### src/mbe_pkg.sv
// Shared constants, types and arithmetic helpers for the Mandelbrot escape-time block.
package mbe_pkg;

	localparam int FRAC_BITS = 28;
	localparam int DATA_W    = 32;
	localparam int PROD_W    = 2 * DATA_W;
	localparam int ITER_W    = 16;

	localparam logic [ITER_W-1:0] MAX_ITER_RESET = ITER_W'(256);
	localparam logic [PROD_W-1:0] MAG_LIMIT      = PROD_W'(4) << (2 * FRAC_BITS);

	localparam logic signed [PROD_W-1:0] SAT_HI =
		PROD_W'(signed'({1'b0, {(DATA_W-1){1'b1}}}));
	localparam logic signed [PROD_W-1:0] SAT_LO =
		PROD_W'(signed'({1'b1, {(DATA_W-1){1'b0}}}));

	typedef struct packed {
		logic load;
		logic mul;
		logic add;
		logic upd;
	} cmd_t;

	typedef struct packed {
		logic stop;
	} status_t;

	function automatic logic signed [DATA_W-1:0] sat32(input logic signed [PROD_W-1:0] v);
		logic signed [DATA_W-1:0] r;
		if (v > SAT_HI) begin
			r = SAT_HI[DATA_W-1:0];
		end else if (v < SAT_LO) begin
			r = SAT_LO[DATA_W-1:0];
		end else begin
			r = v[DATA_W-1:0];
		end
		return r;
	endfunction

endpackage

### src/mbe_ctrl.sv
// Controller: sequences the load step per point, multiply, add and update steps per iteration, then the result.
module mbe_ctrl (
	input  logic              clk,
	input  logic              arst_n,
	input  logic              in_valid,
	output logic              in_ready,
	output logic              out_valid,
	input  logic              out_ready,
	output mbe_pkg::cmd_t     cmd,
	input  mbe_pkg::status_t  status
);

	localparam logic [2:0] S_IDLE = 3'd0;
	localparam logic [2:0] S_MUL  = 3'd1;
	localparam logic [2:0] S_ADD  = 3'd2;
	localparam logic [2:0] S_UPD  = 3'd3;
	localparam logic [2:0] S_OUT  = 3'd4;

	logic [2:0] state_q, state_d;
	logic       acc;

	assign in_ready  = (state_q == S_IDLE);
	assign out_valid = (state_q == S_OUT);
	assign acc       = in_valid && in_ready;

	always_comb begin
		state_d = state_q;
		cmd     = '0;
		case (state_q)
			S_IDLE: begin
				if (acc) begin
					cmd.load = 1'b1;
					state_d  = S_MUL;
				end
			end
			S_MUL: begin
				// check the limit and escape flag before starting an iteration
				if (status.stop) begin
					state_d = S_OUT;
				end else begin
					cmd.mul = 1'b1;
					state_d = S_ADD;
				end
			end
			S_ADD: begin
				cmd.add = 1'b1;
				state_d = S_UPD;
			end
			S_UPD: begin
				cmd.upd = 1'b1;
				state_d = S_MUL;
			end
			S_OUT: begin
				if (out_ready) begin
					state_d = S_IDLE;
				end
			end
			default: begin
				state_d = S_IDLE;
			end
		endcase
	end

	always_ff @(posedge clk or negedge arst_n) begin
		if (!arst_n) begin
			state_q <= S_IDLE;
		end else begin
			state_q <= state_d;
		end
	end

	a_acc_starts: assert property (@(posedge clk) disable iff (!arst_n)
		acc |=> state_q == S_MUL)
		else $error("accepted point did not start iterating");

	a_add_then_upd: assert property (@(posedge clk) disable iff (!arst_n)
		state_q == S_ADD |=> state_q == S_UPD)
		else $error("add step not followed by update");

	a_stop_to_out: assert property (@(posedge clk) disable iff (!arst_n)
		(state_q == S_MUL && status.stop) |=> state_q == S_OUT)
		else $error("stop seen but no result presented");

	a_no_overlap: assert property (@(posedge clk) disable iff (!arst_n)
		!(in_ready && out_valid))
		else $error("input taken while result pending");

endmodule
### config.mk
export PLATFORM = sky130hd
export DESIGN_NAME = mbe_ctrl
export DESIGN_NICKNAME = d
export VERILOG_FILES = /design/src/mbe_pkg.sv /design/src/mbe_ctrl.sv
export SDC_FILE = /design/constraint.sdc
export NUM_CORES = 1
export LEC_CHECK = 0
export CAP_MARGIN = 20
export CORE_AREA = 2 2 39 41
export DETAILED_ROUTE_END_ITERATION = 7
export DIE_AREA = 0 0 41 43
export DONT_BUFFER_PORTS = 1
export GPL_ROUTABILITY_DRIVEN = 0
export GPL_TIMING_DRIVEN = 1
export SLEW_MARGIN = 5
export SYNTH_ARGS = -nofsm -noshare
export SYNTH_HDL_FRONTEND = slang
export SYNTH_SLANG_ARGS = --single-unit
### constraint.sdc
create_clock -name clk -period 3.01 [get_ports clk]
set_input_delay 0.903 -clock clk [delete_from_list [all_inputs] [get_ports clk]]
set_output_delay 0.903 -clock clk [all_outputs]
set_load 0.1 [all_outputs]
-- Yosys cells after proc, flatten, opt, wreduce, memory -nomap -nowiden
Index checks and enable logic that the tools add are counted.
- input port bits: 5
- word-level logic and storage cells: 20
- bits in registers: 3
- output and inout bits: 6
- eq/ne operators: 6
- reduce and logical (&&, ||, !) cells: 3
- multiplexer cells: 10
- operator list (cell ; count):
    $pmux 3 s5 ; 1
    $mux 3 ; 3
    $eq 3x2->1 const B ; 2
    $mux 1 ; 6
    $ne 2x1->1 const B ; 2
    $eq 3x1->1 const B ; 1
    $eq 3x3->1 const B ; 1
    $logic_not 3->1 ; 1
    $reduce_and 2->1 ; 1
    $logic_and 1x1->1 ; 1

-- Depth between registers and ports, before layout
Gate-level depths: netlist of the first run.
- word-level depth: 4
- gate-level depth with buffers: 2
- depth with buffers taken out: 2

-- Worst setup path after synthesis of the first run
OpenSTA, ideal clock, no wires.
- path type: reg2out
- start: register state_q[0]
- end: output port cmd[3] (netlist bit)
- arrival: 3492 ps
- slack: -1385 ps
- path buffers: 0
- cell stages (with the launch flop): 3
- required time: 2107 ps
- cell sequence: dfrtp_1 -> nor3_1 -> and2_1
- RTL lines (item ; RTL line ; RTL):
    from (decl) ; mbe_ctrl.sv:19 ; logic [2:0] state_q, state_d;
    from (signal assigned) ; mbe_ctrl.sv:68 ; state_q <= state_d;
    to (decl) ; mbe_ctrl.sv:9 ; output mbe_pkg::cmd_t cmd,

==> results.md, run 1 <==
* Registers with the most flip-flops: state_q x3
* # fillers at roughly 150
* RSZ-0062 raised after global routing: no
* Syn_nets at 23
* Post-Synthesis Cell Area at roughly 170 um^2
* Hold Violations, Final at 0
* CTS tree: yes
* #FFs+latches synth at 3
* Core area at 1380 um^2
* Total global routing overflow at 0
* Layout Skew at about 2.6 ps
* Synth-to-layout area growth at 77.0%
* Pins Over Slew Limit at 0
* DR pass1 iterations at 2
* Die width at around 40 um
* Io pins at 11
* Syn Area/Cell at 9.38 um^2
* MaxCap Viol Count at 0
* Vias per cell at 3.75
* Final WL at 411 um
* Fraction of layout cells with a size suffix above 1 at between 50% and 60%
* Critical path arrival at 1500 ps
* Worst min path class: in -> async
* Outcome: completed
* Largest stage delay on the critical path at just under 300 ps
* Number of synthesized flops with an enable pin at 0
* Clock sink count at 3
* Deepest clock path buffer count at 2
* Startpoint type of the worst setup path: input port
* Die Y at ~43 um
* CP required at around 2100 ps
* Final setup viols at 0
* # DRC at 0
* Relative slew slack at ~76%
* Area contributors post-synth: dfrtp_1 44%, nor3b_1 8.9%, nand2b_1 7.4%
* Hold_buf cts at 0
* Post-CTS setup buffer count at 0
* Slowest-stage cell, CP: buf_4
* Clock-pin slew on the worst setup and hold paths at about 40 ps
* Fin area at roughly 300 um^2
* Final nets at 34
* Vias in the first global route at 180
* Die ar. at ~1800 um^2
* Pin count of the biggest net entering global routing at 8
* Initial Util at 12.2%
* # rows at 14
* N_diodes at 0
* Vias at 165
* Clk_lat worst skew at between 200 and 250 ps
* Post-CTS Resized at 0
* Port Buffer Count at 0
* CP Max Fanout at 2
* Fmax at roughly 0.42 GHz
* Most common cell in the netlist: dfrtp_1
* Post-layout minimum cycle time at between 2000 and 2500 ps
* Antenna violations before repair at 0
* Syn Inst Count at 18
* Asr flop ratio synth at 100%
* 1st-iter DRT viols at 1
* Worst-Margin Slew at roughly 360 ps
* Synth cell types at 13
* HPWL after DPL at roughly 320 um
* GRT Total Usage at between 7 and 8%
* H-tree levels at 1
* Synth top cells by count: 3 x dfrtp_1, 2 x nand2b_1, 2 x nor2_1, 2 x nor3b_1
* Largest register FFs at 3
* Sequential share of the synthesized area at between 40% and 50%
* TritonCTS Buffers at 3
* ANT nets after route at 0
* Critical path capture point type: primary output
* WL/cell at ~9.3 um
* CP Class: in -> out
* Yosys top cell area share at approximately 44%
* Prevailing post-synth register cell: dfrtp_1
* First-pass GRT wire length at about 750 um
* CP cell instances: or2_1, nor2_2, buf_4
* Final worst-path cycle share at between 70% and 80%
* Post-DP Area at about 270 um^2
* Biggest register: state_q
* CTS root buffer: clkbuf_4
* Yosys warns at 0
* Cell type with the largest total area after synthesis: dfrtp_1
==> cells in the final DEF (no fill, tap or decap) <==
master	netlist	final
or2_1	1	1
nand3b_1	1	1
or3b_1	1	1
inv_1	1	1
a21oi_2	1	1
clkbuf_1	0	1
o21bai_1	1	1
dfrtp_1	3	3
nor3_4	0	1
clkbuf_4	0	3
nand2b_1	2	2
nor3b_4	0	2
and2_1	1	1
nor2_2	0	2
a21oi_1	1	1
buf_4	0	6
==> final cells by class <==
class	instances	area, um^2	share of cell area, %
clock buffer	4	26.3	8.79
timing repair buffer	6	45.0	15.1
tap	16	20.0	6.69
sequential	3	75.1	25.1
inverter	1	3.75	1.26
multi-input combinational	14	129	43.1
==> per-layer routing <==
metal	routed length (um)	global-route usage, %
met5	0	0
met1	157	8.44
met4	24	8.00
met3	82	6.81
met2	146	7.19
==> critical path: cells and delay by family <==
family / cells / cell delay [ps]
buf+inv: 1 / 290
simple gates: 2 / 300
==> logic make-up (layout without fill, tap and decap cells) <==
kind of cell	after synthesis	in the layout	share of synthesized area (%)
AND/OR/NAND/NOR	11	11	40.7
AO/OA/AOI/OAI	3	3	12.6
flip-flops	3	3	44.4
buffers and inverters	1	11	2.22
==> stage by stage <==
stage	worst slack [ps]	hold slack [ps]	utilization [%]	TNS, ps	cells
global route	563	342	21.6	0	44
CTS	599	353	21.6	0	44
floorplan	-475	490	-	-475	18
detailed placement	600	597	19.7	0	40
finish	606	360	21.6	0	44
global placement	601	598	19.7	0	40
==> final timing paths <==
path,startpoint,endpoint,slack (ps),cells after the start
setup / recovery,status,cmd[2],610,3
min in group clk,state_q[1]$_DFFE_PN0P_,state_q[2]$_DFFE_PN0P_,600,1
hold reg to reg,state_q[1]$_DFFE_PN0P_,state_q[2]$_DFFE_PN0P_,600,1
hold / removal,arst_n,state_q[0]$_DFFE_PN0P_,360,0
max in group asynchronous,arst_n,state_q[1]$_DFFE_PN0P_,2580,0
setup reg to reg,state_q[1]$_DFFE_PN0P_,state_q[1]$_DFFE_PN0P_,1720,3
Power of run 1 is not shown: default switching activity piles up to over one toggle a cycle in this logic, so the estimate is an artifact.
==> inputs of run 2 (changes only) <==
Settings changed: ABC_AREA set to 1.
Clock period 3.01 ns to 2.45 ns, I/O delays scaled along.
==> run 2 against run 1 <==
Against the previous run: via count is 11% higher; count of clock-buffer cells in the layout did not move; synthesized cell count is 44% higher; critical path type is now reg -> out; sequential share of layout area down 0.41 points; design area grew 1.7%; global-route usage is 1.2 points lower; clock skew is 2.6 ps lower.
==> results.md, run 2 <==
* Hold Violations, Final at 0 (unchanged)
* Outcome: completed
* Initial Util at 13.4% (+1.2 points)
* Fraction of layout cells with a size suffix above 1 at 47.2% (-6.3 points)
* Antenna violations before repair at 0 (unchanged)
* Vias in the first global route at 182 (+1.1%)
* Post-CTS setup buffer count at 0 (unchanged)
* Fmax at 0.487 GHz
* Post-synthesis xor/xnor area fraction at 0% (unchanged)
* Compound-Gate Fraction of Synth Area at 8.11% (-4.5 points)
* Final nets at 42 (+24%)
* MaxCap Viol Count at 0 (unchanged)
* CP required at 1710 ps (-400 ps)
* Die width at 41 um (unchanged)
* Commonest non-fill, non-tap cell in the layout: inv_1
* # DRC at 0 (unchanged)
* Cell type with the largest total area after synthesis: dfrtp_1
* ANT nets after route at 0 (unchanged)
* N_diodes at 0 (unchanged)
* Synth Area in Simple Gates at 35.1% (-5.6 points)
* CP Max Fanout at 5 (+3)
* CP Class: reg -> out
* Vias per cell at 3.52 (-6.2%)
* TritonCTS Buffers at 3 (unchanged)
* R2r endpoint: state_q[0]$_DFFE_PN0P_
* Post-CTS Resized at 0 (unchanged)
* Synth cell types at 11 (-2)
* Most common cell in the netlist: inv_1
* Pin count of the biggest net entering global routing at 7 (-1)
* #FFs+latches synth at 3 (unchanged)
* Area contributors post-synth: dfrtp_1 41%, inv_1 14%, nand3_2 11%
* Mux share of post-synthesis cell area at 0% (unchanged)
* Largest stage delay on the critical path at 440 ps (+150 ps)
* Relative slew slack at 81.6% (+5.8 points)
* CP top delay family: buffers and inverters
* Final WL at 408 um (-0.73%)
* Reg2Reg Setup Slack at 1520 ps (-200 ps)
* Layout Skew at 0.0452 ps (-2.59 ps)
* CTS root buffer: clkbuf_4
* Largest family of logic cells by synthesized area: simple AND/OR/NAND/NOR gates
* Post-layout minimum cycle time at 2050 ps
* CP cell instances: inv_1, nand3_2, nor2_2, buf_4
* Clock-pin slew on the worst setup and hold paths at 40 ps (about the same)
* Critical path arrival at 1320 ps (-180 ps)
* Worst min path class: in -> async
* Die ar. at 1760 um^2 (unchanged)
* Core area at 1380 um^2 (unchanged)
* Pins Over Slew Limit at 0 (unchanged)
* Number of synthesized flops with an enable pin at 0 (unchanged)
* Synth-to-layout area growth at 64.2%
* GRT Total Usage at 6.24% (-1.2 points)
* Die Y at 43 um (unchanged)
* Commonest cells after routing, fill and taps aside: 7 x inv_1, 6 x buf_4, 3 x nor2_2, 3 x clkbuf_4, 3 x dfrtp_1
* Largest register FFs at 3 (unchanged)
* HPWL after DPL at 335 um (+4.4%)
* Final worst-path cycle share at between 80 and 90%
* 1st-iter DRT viols at 2 (+1)
* RSZ-0062 raised after global routing: no
* Biggest register: state_q
* # fillers at 164 (+12%)
* Hold_buf cts at 0 (unchanged)
* Critical path capture point type: primary output
* Total global routing overflow at 0 (unchanged)
* Asr flop ratio synth at 100% (unchanged)
* Worst flop-to-flop path startpoint: state_q[1]$_DFFE_PN0P_
* H-tree levels at 1 (unchanged)
* Sequential share of the synthesized area at 40.5% (-3.9 points)
* Final setup viols at 0 (unchanged)
* Synth top cells by count: 7 x inv_1, 3 x dfrtp_1, 3 x nor2_1
* Startpoint type of the worst setup path: flip-flop
* Yosys warns at 0 (unchanged)
* Clock sink count at 3 (unchanged)
* Syn Inst Count at 26 (+8)
* Io pins at 11 (unchanged)
* DR pass1 iterations at 3 (+1)
* Buf+Inv Stages, Crit Path at 2 (+1)
* Clk_lat worst skew at 230 ps (about the same)
* # rows at 14 (unchanged)
* Adder-Cell Fraction of Synth Area at 0% (unchanged)
* Registers with the most flip-flops: state_q x3
* Syn_nets at 31 (+35%)
* WL/cell at 7.85 um (-16%)
* Prevailing post-synth register cell: dfrtp_1
* First-pass GRT wire length at 655 um (-12%)
* Slowest-stage cell, CP: dfrtp_1
* Port Buffer Count at 0 (unchanged)
* Syn Area/Cell at 7.12 um^2 (-24%)
* Setup TNS Final at 0 ps (unchanged)
* Deepest clock path buffer count at 2 (unchanged)
* Vias at 183 (+11%)
* R2R cell count at 4 (+1)
* CTS tree: yes
* Post-Synthesis Cell Area at 185 um^2 (+9.6%)
* Yosys top cell area share at 40.5% (-3.9 points)
* Worst-Margin Slew at 278 ps (-85.2 ps)
## run 2: per-layer routing
metal / global-route usage [%] / part of all wire (%) / wire length [um]
met5: 0 / 0 / 0
met2: 7.81 / 51 / 208
met1: 6.17 / 39 / 160
met3: 1.57 / 9.8 / 40
met4: 10.0 / 0 / 0
## run 2: logic make-up (layout without fill, tap and decap cells)
logic type | after synthesis | count (layout)
AOI/OAI and AO/OA | 3 | 3
buffers and inverters | 8 | 18
DFF | 3 | 3
and+or+nand+nor | 12 | 12
## run 2: worst reg2reg max path, delay by kind of cell (launching register included)
kind          cells  cell delay, ps
flops             1             440
simple gates      4             370
## run 2: worst max path at each step
stage	startpoint	to	slack, ps	depth (start not counted)
detailed placement	in_valid	cmd[3]	560	3
finish	state_q[1]$_DFFE_PN0P_	cmd[2]	400	4
CTS	state_q[1]$_DFFE_PN0P_	cmd[2]	380	4
global route	state_q[1]$_DFFE_PN0P_	cmd[3]	280	4
global placement	in_valid	cmd[3]	570	3
floorplan	state_q[1]$_DFFE_PN0P_	cmd[0]	30	2
## run 2: stage by stage
stage | cell area (um^2) | setup WS (ps) | hold WS [ps] | utilization [%] | cells
detailed placement | 278 | 564 | 440 | 20.1 | 48
global placement | 278 | 570 | 440 | 20.1 | 48
global route | 304 | 276 | 186 | 22.0 | 52
CTS | 304 | 378 | 189 | 22.0 | 52
floorplan | 200 | 26.4 | 439 | - | 26
finish | 304 | 396 | 200 | 22.0 | 52
## run 2: area by class of cell
cell class / instances / area, um^2 / share of cell area [%]
multi-input cells: 15 / 108 / 35.4
flip-flops and latches: 3 / 75.1 / 24.7
repair buffers: 6 / 45.0 / 14.8
inverters: 8 / 30.0 / 9.88
clock buffers: 4 / 26.3 / 8.64
well taps: 16 / 20.0 / 6.58
Power of run 2 is left out for the same reason.
==> inputs of run 3 (changes only) <==
Settings changed: ABC_AREA 1 to 0.
Clock period 2.45 ns to 1.8 ns, I/O delays scaled along.
==> run 3 against run 2 <==
Against the previous run: worst hold slack gained 260 ps; die area stayed put; sequential share of layout area down 6.3 points; count of clock-buffer cells in the layout is the same; final cell count down 5.8%; wire length increased by 28%; via count up 4.9%; critical endpoint is now cmd[3].
==> results.md, run 3 (synthesis results as in run 1) <==
* Outcome: completed
* Vias per cell at 3.92 (+11%)
* Worst-Margin Slew at 291 ps (+13.0 ps)
* Io pins at 11 (unchanged)
* Layout Skew at 5.83 ps (+5.78 ps)
* # rows at 14 (unchanged)
* Reg2Reg Setup Slack at 570 ps (-950 ps)
* TritonCTS Buffers at 3 (unchanged)
* Hold Path Depth at 2
* Largest stage delay on the critical path at 460 ps (+20 ps)
* 1st-iter DRT viols at 4 (+2)
* CP cell instances: nor3_4, and2_4
* Pin count of the biggest net entering global routing at 7 (unchanged)
* Commonest cells after routing, fill and taps aside: 5 x buf_12, 5 x buf_4, 3 x clkbuf_4, 3 x dfrtp_2
* Critical path arrival at 1240 ps (-80 ps)
* Relative slew slack at 80.7% (-0.92 points)
* Clock-pin slew on the worst setup and hold paths at 40 ps (about the same)
* # DRC at 0 (unchanged)
* Vias at 192 (+4.9%)
* Post-layout minimum cycle time at about 1800 ps
* R2R cell count at 3 (-1)
* Final setup viols at 0 (unchanged)
* ANT nets after route at 0 (unchanged)
* CTS root buffer: clkbuf_4
* Biggest register: state_q
* Fraction of layout cells with a size suffix above 1 at 75.8% (+29 points)
* Pins Over Slew Limit at 0 (unchanged)
* Clk_lat worst skew at 240 ps (about the same)
* WL/cell at 10.7 um (+36%)
* Crit path depth at 2 (-2)
* Final worst-path cycle share at 98.9%
* Critical path capture point type: primary output
* Buf+Inv Stages, Crit Path at 0 (-2)
* CTS tree: yes
* CP Max Fanout at 6 (+1)
* Startpoint type of the worst setup path: flip-flop
* RSZ-0062 raised after global routing: yes
* Initial Util at 12.2% (-1.2 points)
* Largest register FFs at 3 (unchanged)
* Vias in the first global route at 195 (+7.1%)
* MaxCap Viol Count at 0 (unchanged)
* Antenna violations before repair at 0 (unchanged)
* Final WL at 524 um (+28%)
* Synth-to-layout area growth at 153%
* CP required at 1260 ps (-450 ps)
* Port Buffer Count at 0 (unchanged)
* GRT Total Usage at 8.76% (+2.5 points)
* DR pass1 iterations at 2 (-1)
* H-tree levels at 1 (unchanged)
* Hold path startpoint: in_valid
* Worst flop-to-flop path startpoint: state_q[0]$_DFFE_PN0P_
* Die width at 41 um (unchanged)
* CP top delay family: simple AND/OR/NAND/NOR gates
* Core area at 1380 um^2 (unchanged)
* Clock sink count at 3 (unchanged)
* N_diodes at 0 (unchanged)
* Total global routing overflow at 0 (unchanged)
* R2r endpoint: state_q[2]$_DFFE_PN0P_
* First-pass GRT wire length at 890 um (+36%)
* Hold Violations, Final at 0 (unchanged)
* Registers with the most flip-flops: state_q x3
* Worst min path class: in -> reg
* Die ar. at 1760 um^2 (unchanged)
* Setup TNS Final at 0 ps (unchanged)
* Fmax at 0.562 GHz
* CP Class: reg -> out
* Slowest-stage cell, CP: dfrtp_2
* Final nets at 39 (-7.1%)
* Deepest clock path buffer count at 2 (unchanged)
* Hold path endpoint: state_q[0]$_DFFE_PN0P_
* Die Y at 43 um (unchanged)
## run 3: changes by cell type in the layout (fill, tap and decap cells not counted), moves of 2 or more
cell / change
buf_12: +5
dfrtp_1: -3
dfrtp_2: +3
inv_1: -6
nand2_1: -2
nand3_1: -2
nand3_2: -2
nor2_2: -3
nor2_4: +2
nor3b_4: +2
o21ai_1: -2
## run 3: worst max-delay path by stage
| stage | startpoint | end | slack [ps] |
|---|---|---|---|
| 2_1_floorplan | state_q[2]$_DFFE_PN0P_ | cmd[3] | -480 |
| 3_3_place_gp | state_q[1]$_DFFE_PN0P_ | cmd[2] | 180 |
| 3_5_place_dp | state_q[1]$_DFFE_PN0P_ | cmd[2] | 180 |
| 4_1_cts | state_q[2]$_DFFE_PN0P_ | cmd[3] | 2 |
| 5_1_grt | state_q[2]$_DFFE_PN0P_ | cmd[3] | -40 |
| 6_report | state_q[2]$_DFFE_PN0P_ | cmd[3] | 20 |
## run 3: final cells by class
class                   count  area [um^2]
multi-input cells          14          151
well taps                  16         20.0
repair buffers             11          148
inverters                   1         3.75
fillers                   152          956
flip-flops and latches      3         78.8
clock buffers               4         26.3
## run 3: metal layers
layer / vias up / GRT usage, % / share of wire [%]
met5: - / 0 / 0
li1: 95 / - / -
met2: 10 / 8.75 / 50
met1: 87 / 10.7 / 40
met3: 0 / 4.19 / 9.5
met4: 0 / 12.0 / 0
## run 3: through the flow
stage	setup slack (ps)	hold slack, ps	utilization, %	cells	cell area, um^2
final	19.7	457	30.9	49	428
after global routing	-42.5	457	30.9	49	428
after CTS	1.69	441	30.9	49	428
after detailed placement	181	245	23.9	39	330
after global placement	184	245	23.9	39	330
after floorplan	-476	244	-	18	210
## run 3: what timing repair did
item | CTS | global route
endpoints found under the setup margin | 3 | 5
gates resized for setup | 4 | 0
buffers inserted | 5 | 0
pin swaps | 4 | 1
endpoints found under the hold margin | 3 | 0
hold buffers | 1 | 0
Power of run 3 is left out for the same reason.
